File: config.mk
export PLATFORM = sky130hd
export DESIGN_NAME = bpfa_word_unit
export DESIGN_NICKNAME = d
export VERILOG_FILES = /design/src/hw/rtl/bpfa_pkg.sv /design/src/hw/rtl/bpfa_word_unit.sv
export SDC_FILE = /design/constraint.sdc
export NUM_CORES = 1
export LEC_CHECK = 0
export BUFFER_PORTS_ARGS = -buffer_cell sky130_fd_sc_hd__buf_2
export CORE_MARGIN = 8
export CORE_UTILIZATION = 45
export DETAILED_ROUTE_END_ITERATION = 16
export PLACE_DENSITY = 0.89
export SLEW_MARGIN = 10
export SYNTH_ARGS = -nofsm -noshare
export SYNTH_HDL_FRONTEND = slang
export SYNTH_SLANG_ARGS = --single-unit
export TNS_END_PERCENT = 5
File: constraint.sdc
create_clock -name vclk -period 4.3
set_input_delay 0.645 -clock vclk [all_inputs]
set_output_delay 0.645 -clock vclk [all_outputs]
set_load 0.005 [all_outputs]
File: src/hw/rtl/bpfa_pkg.sv
`timescale 1ns / 1ps
`default_nettype none

package bpfa_pkg;

    // Map geometry
    localparam int unsigned NUM_PAGES  = 65536;
    localparam int unsigned PAGE_SHIFT = 12;
    localparam int unsigned WORD_BITS  = 32;
    localparam int unsigned BIT_W      = $clog2(WORD_BITS);
    localparam int unsigned MAP_WORDS  = (NUM_PAGES + WORD_BITS - 1) / WORD_BITS;
    localparam int unsigned WORD_AW    = $clog2(MAP_WORDS);

    // Beat field widths
    localparam int unsigned REQ_W  = 2;
    localparam int unsigned ADDR_W = 28;
    localparam int unsigned PAGE_W = 16;
    localparam int unsigned END_W  = 17;
    localparam int unsigned STAT_W = 2;

    // Request codes
    typedef enum logic [REQ_W-1:0] {
        REQ_ALLOC      = 2'd0,
        REQ_FREE       = 2'd1,
        REQ_RANGE_FREE = 2'd2,
        REQ_RANGE_USED = 2'd3
    } req_t;

    // Status codes
    typedef enum logic [STAT_W-1:0] {
        ST_DONE    = 2'd0,
        ST_NO_PAGE = 2'd1,
        ST_RANGE   = 2'd2
    } status_t;

    // Word unit control: bit span of the current word and the write polarity
    typedef struct packed {
        logic [BIT_W-1:0] lo;
        logic [BIT_W-1:0] hi;
        logic             set_bits;
    } word_ctl_t;

endpackage

`default_nettype wire

File: src/hw/rtl/bpfa_word_unit.sv
`timescale 1ns / 1ps
`default_nettype none

module bpfa_word_unit
(
    input  wire logic [bpfa_pkg::WORD_BITS-1:0] word_data,
    input  wire bpfa_pkg::word_ctl_t            ctl,
    output logic [bpfa_pkg::WORD_BITS-1:0]      range_data,
    output logic [bpfa_pkg::WORD_BITS-1:0]      alloc_data,
    output logic                                any_free,
    output logic [bpfa_pkg::BIT_W-1:0]          low_bit
);

    localparam logic [bpfa_pkg::WORD_BITS-1:0] ONES = '1;
    localparam logic [bpfa_pkg::BIT_W-1:0]     TOP  = bpfa_pkg::BIT_W'(bpfa_pkg::WORD_BITS - 1);

    logic [bpfa_pkg::WORD_BITS-1:0] span_mask;

    // Span of bits lo..hi inside the word, then set or clear them
    always_comb
    begin
        span_mask  = (ONES << ctl.lo) & (ONES >> (TOP - ctl.hi));
        range_data = ctl.set_bits ? (word_data | span_mask) : (word_data & ~span_mask);
    end

    // Lowest free bit of the word
    always_comb
    begin
        low_bit = '0;
        for (int i = bpfa_pkg::WORD_BITS - 1; i >= 0; i--)
        begin
            if (word_data[i])
            begin
                low_bit = bpfa_pkg::BIT_W'(i);
            end
        end
        any_free   = |word_data;
        alloc_data = word_data & ~({{(bpfa_pkg::WORD_BITS-1){1'b0}}, 1'b1} << low_bit);
    end

endmodule

`default_nettype wire

==> results of run 1 <==
cells in the final DEF (no fill, tap or decap), types with 3 or more instances in the layout:
cell	synthesis	layout
a21oi_1	17	17
mux2_2	29	29
o2111ai_1	4	4
o31a_1	14	14
o21ai_0	16	16
or2_2	3	3
nand3_1	4	4
o211ai_1	6	6
inv_1	14	14
nand2_1	18	18
nor2_1	32	32
nor4_1	12	12
a211oi_1	3	3
nand2b_1	6	6
nor3_1	8	8
buf_2	0	112
o21a_1	14	14
or3_1	3	3
o31ai_1	3	3
worst min-delay path by stage:
stage	start	end	slack (ps)	cells after the start
floorplan	word_data[0]	low_bit[0]	1320	1
global placement	word_data[30]	alloc_data[30]	1620	3
detailed placement	word_data[0]	low_bit[0]	1630	3
CTS	word_data[0]	low_bit[0]	1630	3
global route	word_data[18]	alloc_data[18]	1650	3
finish	word_data[30]	alloc_data[30]	1630	3
layer usage:
| layer | global-route usage, % | up-vias | part of all wire, % |
|---|---|---|---|
| met4 | 3.962 | 0 | 1.7 |
| met2 | 41.45 | 196 | 49 |
| met1 | 28.06 | 1210 | 39 |
| li1 | - | 1198 | - |
| met3 | 4.545 | 16 | 10 |
| met5 | 0 | - | 0 |
cell type report:
type                            instances  area [sq um]
Tap cell                               48         60.06
Inverter                               15         56.30
Fill cell                             374          1410
Multi-Input combinational cell        229          1546
Timing Repair Buffer                  112         560.5
power groups by stage:
| stage | sequential [W] | combinational [W] | clock [W] |
|---|---|---|---|
| 2_1_floorplan | 0 | 0.000120 | 0 |
| 3_3_place_gp | 0 | 0.000215 | 0 |
| 3_5_place_dp | 0 | 0.000218 | 0 |
| 4_1_cts | 0 | 0.000219 | 0 |
| 5_1_grt | 0 | 0.000241 | 0 |
| 6_report | 0 | 0.000222 | 0 |
logic make-up (layout without fill, tap and decap cells):
family	Yosys count	in the layout	share of synthesized area (%)
AOI/OAI and AO/OA	97	97	41.19
buffers and inverters	36	127	8.444
and+or+nand+nor	102	102	30.81
other	1	1	0.2220
muxes	29	29	19.33
Yosys cell counts (3+ instances only):
library cell	n
nand2b_1	6
or2_2	3
a211oi_1	3
a21oi_1	17
nor4_1	12
clkbuf_1	19
o31ai_1	3
inv_1	14
o21ai_0	16
nand3_1	4
o211ai_1	6
mux2_2	29
nand2_1	18
o2111ai_1	4
o31a_1	14
or3_1	3
o21a_1	14
nor2_1	32
nor3_1	8
metrics by stage:
stage | instances | hold WS [ps] | worst slack [ps] | util [%]
after floorplan | 265 | 1318 | 1594 | -
after global placement | 404 | 1621 | 1115 | 61.19
after detailed placement | 404 | 1626 | 1079 | 61.19
after CTS | 404 | 1626 | 1073 | 61.19
after global routing | 404 | 1647 | 940.5 | 61.19
final | 404 | 1630 | 1055 | 61.19
worst max-delay path, cell delays in order:
cell and delay, ps:
buf_2 140, or2_2 310, o211ai_1 180, a21oi_1 80, o21a_1 310, a211oi_1 590, a21oi_1 180, buf_2 180
==> run summary, run 1 <==
outcome: completed
Yosys cell types: 49
total power: 0.0002220 W
Area Overhead vs Synth: 31.63%
first-pass GRT wire length: 12210 microns
Final nets: 401
fin crit share: 75.46%
via count: 2620
Die W: 77.27 microns
Worst setup startpoint: word_data[21]
gpl congestion: 0.9596
ant diodes: 0
via density per instance: 6.485
Gate power share: 100.0%
initial antenna violation count: 0
number of global-route vias before repair: 2493
fin area: 2223 sq um
Iter 0 DRT Violations: 357
crit start category: input pin
fmax: 0.3082 GHz
Slew Viols, Final: 0
Finish-stage setup viols: 0
row cnt: 22
worst-path fanout max: 9
drt wl/cell: 18.62 microns
worst hold path class: in -> out
# DRC: 0
Seq/Total Area, Yosys: 0%
layout cells sized above 1: 42.13%
seq_cells: 0
crit path to: alloc_data[7]
post-synthesis cell count: 265
clock power share: 0%
endpoints failing hold: 0
core area: 3633 sq um
Pleak: 0.9588 nW
RSZ-0062 raised after global routing: no
Final TNS setup: 0 ps
chip height: 77.27 microns
HPWL after DPL: 6074 microns
Worst-Margin Slew: 688.3 ps
Slew HR: 53.84%
critical path required time: 3650 ps
Min Clock Period, post-route: 3245 ps
top-area cell type share of the netlist area: 19.33%
Post-CTS Setup Inserts: 0
Initial Utilization: 46.49%
First-pass DRT Iterations: 4
synthesized area per cell: 6.374 sq um
switching portion of total power: 57.03%
Post-CTS Resized: 0
top post-synthesis cells by area: mux2_2 (19%), o31a_1 (7.3%), nor2_1 (7.1%)
Synthesis Warnings: 0
net count after synthesis: 308
largest net degree at the start of global routing: 33
Net Sw Power: 0.0001266 W
Seq pwr share: 0%
Worst EP arrival: 2600 ps
Placed Area: 2223 sq um
Total GRT Usage: 23.26%
Antenna Nets Post-Route: 0
Cell Int Power: 0.00009537 W
max-cap violations: 0
IO Count: 113
mapped cell area: 1689 sq um
Yosys top cell by area: mux2_2
Post-CTS Hold Buffers: 0
die area: 5970 sq um
crit end category: output pin
Seq. cell area: 0 sq um
WL final: 7523 microns
port bufs: 112
Overflow after GRT: 0
clock buffer count: 0
PD cells: 99.83 nW/um^2
critical path type: in -> out
Worst IR Drop VDD: 45.18 uV
No activity file was read; power rests on OpenSTA's default activity.
==> run 2: changes to the inputs <==
clock period = 3 ns   (was 4.3 ns; I/O delays follow)
==> run 2 against run 1 <==
  * Flip-flop and latch count unchanged
  * Worst setup slack worse by 830 ps
  * Highest routed layer unchanged
  * Total power up 46%
  * Utilization up 1.2 points
  * Combinational power up 45%
  * First-iteration DRC count down 14%
  * Critical endpoint is now alloc_data[30]
  * Largest power group unchanged
  * Sequential share of layout area unchanged
  * Critical path depth up 1
  * Die area unchanged
  * Non-clock buffer count up 6
  * Clock-buffer cell count unchanged
==> run summary, run 2 (synthesized netlist as in run 1, its figures left out) <==
outcome: completed (unchanged)
Post-CTS Resized: 0 (unchanged)
Overflow after GRT: 0 (unchanged)
via density per instance: 6.437 (was 6.485)
Die W: 77.27 microns (unchanged)
worst hold path class: in -> out (unchanged)
Finish-stage setup viols: 0 (unchanged)
HPWL after DPL: 6144 microns (was 6074 microns)
initial antenna violation count: 0 (unchanged)
max-cap violations: 0 (unchanged)
ant diodes: 0 (unchanged)
Slew Viols, Final: 0 (unchanged)
IO Count: 113 (unchanged)
Post-CTS Hold Buffers: 0 (unchanged)
Worst EP arrival: 2320 ps (was 2600 ps)
crit start category: input pin (unchanged)
Slew HR: 55.73% (was 53.84%)
critical path type: in -> out (unchanged)
commonest non-fill, non-tap cell in the layout: buf_2 (unchanged)
Post-CTS Setup Inserts: 0 (unchanged)
clock buffer count: 0 (unchanged)
critical path required time: 2550 ps (was 3650 ps)
endpoints failing hold: 0 (unchanged)
Pleak: 0.9877 nW (was 0.9588 nW)
fin area: 2268 sq um (was 2223 sq um)
Total GRT Usage: 23.21% (was 23.26%)
hold slack: 1248 ps (was 1630 ps)
Final TNS setup: 0 ps (unchanged)
# DRC: 0 (unchanged)
crit end category: output pin (unchanged)
chip height: 77.27 microns (unchanged)
Antenna Nets Post-Route: 0 (unchanged)
Final nets: 407 (was 401)
die area: 5970 sq um (unchanged)
via count: 2639 (was 2620)
layout cells sized above 1: 43.09% (was 42.13%)
Area Overhead vs Synth: 34.30% (was 31.63%)
Iter 0 DRT Violations: 307 (was 357)
PD cells: 142.4 nW/um^2 (was 99.83 nW/um^2)
fin crit share: 92.48%
WL final: 7612 microns (was 7523 microns)
number of global-route vias before repair: 2574 (was 2493)
Worst-Margin Slew: 657.2 ps (was 688.3 ps)
First-pass DRT Iterations: 5 (was 4)
Placed Area: 2268 sq um (was 2223 sq um)
Worst IR Drop VDD: 71.59 uV (was 45.18 uV)
largest net degree at the start of global routing: 33 (unchanged)
Seq. cell area: 0 sq um (unchanged)
first-pass GRT wire length: 12220 microns (was 12210 microns)
core area: 3633 sq um (unchanged)
Initial Utilization: 46.49% (unchanged)
fmax: 0.3605 GHz
commonest cells after routing, fill and taps aside: buf_2 (112), nor2_1 (32), mux2_2 (29), nand2_1 (18), a21oi_1 (17) (unchanged)
RSZ-0062 raised after global routing: no (unchanged)
drt wl/cell: 18.57 microns (was 18.62 microns)
row cnt: 22 (unchanged)
gpl congestion: 1.007 (was 0.9596)
seq_cells: 0 (unchanged)
worst-path fanout max: 10 (was 9)
Min Clock Period, post-route: 2774 ps
Worst Hold Path Cells: 3 (unchanged)
port bufs: 112 (unchanged)
[run 2: cell types whose count changed in the layout (fill, tap and decap cells not counted)]
cell	delta
buf_4	+6
[run 2: layout make-up]
type	instances	area [sq um]
fillers	364	1365
inverters	15	56.30
multi-input cells	229	1546
well taps	48	60.06
repair buffers	118	605.6
[run 2: layer usage]
metal / wire length [microns] / up-vias / global-route usage (%)
met1: 3137 / 1211 / 28.79
met3: 719 / 18 / 3.963
li1: - / 1215 / -
met2: 3578 / 195 / 39.76
met4: 177 / 0 / 6.226
met5: 0 / - / 0
[run 2: path summary, 6_finish.rpt]
check,start,endpoint,slack [ps]
max,word_data[16],alloc_data[30],230
min,word_data[22],alloc_data[22],1250
[run 2: critical path: stages]
cell,delay [ps]
buf_2,160
nor2_1,50
o31a_1,240
o311ai_1,300
o21a_1,340
inv_2,160
o21ai_0,290
o21a_1,220
buf_2,110
[run 2: report_power, final]
group	switching, W	total (W)	internal (W)	leakage (nW)
combinational	0.000183	0.000323	0.000140	0.988
sequential	0	0	0	0
clock	0	0	0	0
[run 2: per-stage QoR]
stage	total power (W)	utilization (%)	worst slack, ps	std cells
after floorplan	0.0001720	-	683.8	265
after global placement	0.0003131	62.43	285.5	410
after global routing	0.0003497	62.43	46.25	410
after CTS	0.0003183	62.43	266.6	410
final	0.0003230	62.43	225.7	410
after detailed placement	0.0003166	62.43	272.9	410
==> run 3: changes to the inputs <==
clock period = 3.5 ns   (was 3 ns; I/O delays follow)
==> run 3 against run 2 <==
  * Die area did not move
  * Routed wire length down 0.97%
  * Combinational power is 15% lower
  * Clock-buffer cell count did not move
  * Sequential share of layout area unchanged
  * First-iteration DRC count up 2.3%
  * Non-clock buffer count down 4
  * Global-route usage is 0.33 points higher
  * Hold slack better by 140 ps
  * Final area is 1.3% lower
  * Worst setup slack better by 320 ps
  * Critical endpoint is now alloc_data[6]
  * Largest cell class unchanged
==> run summary, run 3 (synthesized netlist as in run 1, its figures left out) <==
Min Clock Period, post-route: 2952 ps
commonest non-fill, non-tap cell in the layout: buf_2 (unchanged)
Slowest cell on crit path: or2_2 (was o21a_1)
chip height: 77.27 microns (unchanged)
PD cells: 123.0 nW/um^2 (was 142.4 nW/um^2)
# DRC: 0 (unchanged)
gpl congestion: 1.021 (was 1.007)
clock power share: 0% (about the same)
fmax: 0.3388 GHz
Cell Int Power: 0.0001189 W (was 0.0001399 W)
Post-CTS Resized: 0 (unchanged)
Worst EP arrival: 2430 ps (was 2320 ps)
Final nets: 403 (was 407)
clock buffer count: 0 (unchanged)
Iter 0 DRT Violations: 314 (was 307)
row cnt: 22 (unchanged)
Buf/Inv on CP: 3 (unchanged)
Seq pwr share: 0% (about the same)
outcome: completed (unchanged)
WL final: 7538 microns (was 7612 microns)
Total GRT Usage: 23.55% (was 23.21%)
crit end category: output pin (unchanged)
Worst IR Drop VDD: 58.62 uV (was 71.59 uV)
worst-path fanout max: 10 (unchanged)
critical path required time: 2970 ps (was 2550 ps)
IO Count: 113 (unchanged)
Slew HR: 57.52% (was 55.73%)
CP Cell Sequence: buf_2 > or2_2 > o211ai_1 > a21oi_1 > o21a_1 > inv_2 > o21ai_0 > o21a_1 > buf_2 (was buf_2 > nor2_1 > o31a_1 > o311ai_1 > o21a_1 > inv_2 > o21ai_0 > o21a_1 > buf_2)
CP top delay family: compound AO/OA/AOI/OAI gates (unchanged)
Worst setup startpoint: word_data[21] (was word_data[16])
Net Sw Power: 0.0001564 W (was 0.0001831 W)
hold slack: 1390 ps (was 1248 ps)
Worst Hold Path Cells: 3 (unchanged)
Overflow after GRT: 0 (unchanged)
drt wl/cell: 18.57 microns (about the same)
Antenna Nets Post-Route: 0 (unchanged)
fin crit share: 84.33%
core area: 3633 sq um (unchanged)
Die W: 77.27 microns (unchanged)
first-pass GRT wire length: 12360 microns (was 12220 microns)
First-pass DRT Iterations: 5 (unchanged)
max-cap violations: 0 (unchanged)
Finish-stage setup viols: 0 (unchanged)
Area Overhead vs Synth: 32.52% (was 34.30%)
Gate power share: 100.0% (about the same)
hold endpoint: alloc_data[22] (unchanged)
Slew Viols, Final: 0 (unchanged)
Worst Hold Launch: word_data[22] (unchanged)
commonest cells after routing, fill and taps aside: buf_2 (112), nor2_1 (32), mux2_2 (29), nand2_1 (18), a21oi_1 (17) (unchanged)
ant diodes: 0 (unchanged)
critical path's largest stage delay: 310 ps (was 340 ps)
Final TNS setup: 0 ps (unchanged)
Post-CTS Hold Buffers: 0 (unchanged)
layout cells sized above 1: 42.46% (was 43.09%)
critical path type: in -> out (unchanged)
HPWL after DPL: 6096 microns (was 6144 microns)
largest net degree at the start of global routing: 33 (unchanged)
crit start category: input pin (unchanged)
via count: 2605 (was 2639)
number of global-route vias before repair: 2537 (was 2574)
Pleak: 0.9692 nW (was 0.9877 nW)
port bufs: 112 (unchanged)
initial antenna violation count: 0 (unchanged)
endpoints failing hold: 0 (unchanged)
via density per instance: 6.416 (was 6.437)
worst hold path class: in -> out (unchanged)
Worst-Margin Slew: 630.6 ps (was 657.2 ps)
switching portion of total power: 56.82% (was 56.68%)
Initial Utilization: 46.49% (unchanged)
die area: 5970 sq um (unchanged)
# fillers: 384 (was 364)
seq_cells: 0 (unchanged)
RSZ-0062 raised after global routing: no (unchanged)
Seq. cell area: 0 sq um (unchanged)
Post-CTS Setup Inserts: 0 (unchanged)
==> run 3: cell count changes in the layout (fill, tap and decap cells not counted), sizes merged <==
cell,previous run,this run
buf,118,114
==> run 3: worst max-delay path by stage <==
stage / depth (start not counted) / to
detailed placement: 9 / alloc_data[6]
global route: 7 / alloc_data[28]
global placement: 8 / alloc_data[30]
CTS: 9 / alloc_data[6]
floorplan: 5 / alloc_data[28]
finish: 9 / alloc_data[6]
==> run 3: metrics by stage <==
step                      cells  power [W]  instance area (sq um)  worst slack, ps  util, %
after floorplan             265  0.0001474                   1689             1034        -
after global routing        406  0.0002993                   2238            359.5    61.60
final                       406  0.0002753                   2238            548.3    61.60
after global placement      406  0.0002666                   2238            604.9    61.60
after detailed placement    406  0.0002705                   2238            587.1    61.60
after CTS                   406  0.0002718                   2238            575.9    61.60
==> run 3: layer usage <==
layer	GRT usage, %	vias up	routed length [microns]
met2	40.78	210	3592
met3	4.895	14	870
li1	-	1205	-
met1	28.66	1176	2939
met5	0	-	0
met4	5.472	0	136
==> run 3: power groups by stage <==
stage | logic [W] | clock network [W] | registers [W]
6_report | 0.000275 | 0 | 0
5_1_grt | 0.000299 | 0 | 0
4_1_cts | 0.000272 | 0 | 0
3_5_place_dp | 0.000271 | 0 | 0
3_3_place_gp | 0.000267 | 0 | 0
2_1_floorplan | 0.000147 | 0 | 0
==> run 3: area by class of cell <==
class / count / area [sq um] / share of cell area (%)
Multi-Input combinational cell: 229 / 1546 / 69.09
Tap cell: 48 / 60.06 / 2.683
Timing Repair Buffer: 114 / 575.6 / 25.71
Inverter: 15 / 56.30 / 2.515
==> run 3: worst min-delay path: stages <==
cell    delay (ps)
buf_2          130
o21a_1         100
buf_2          120
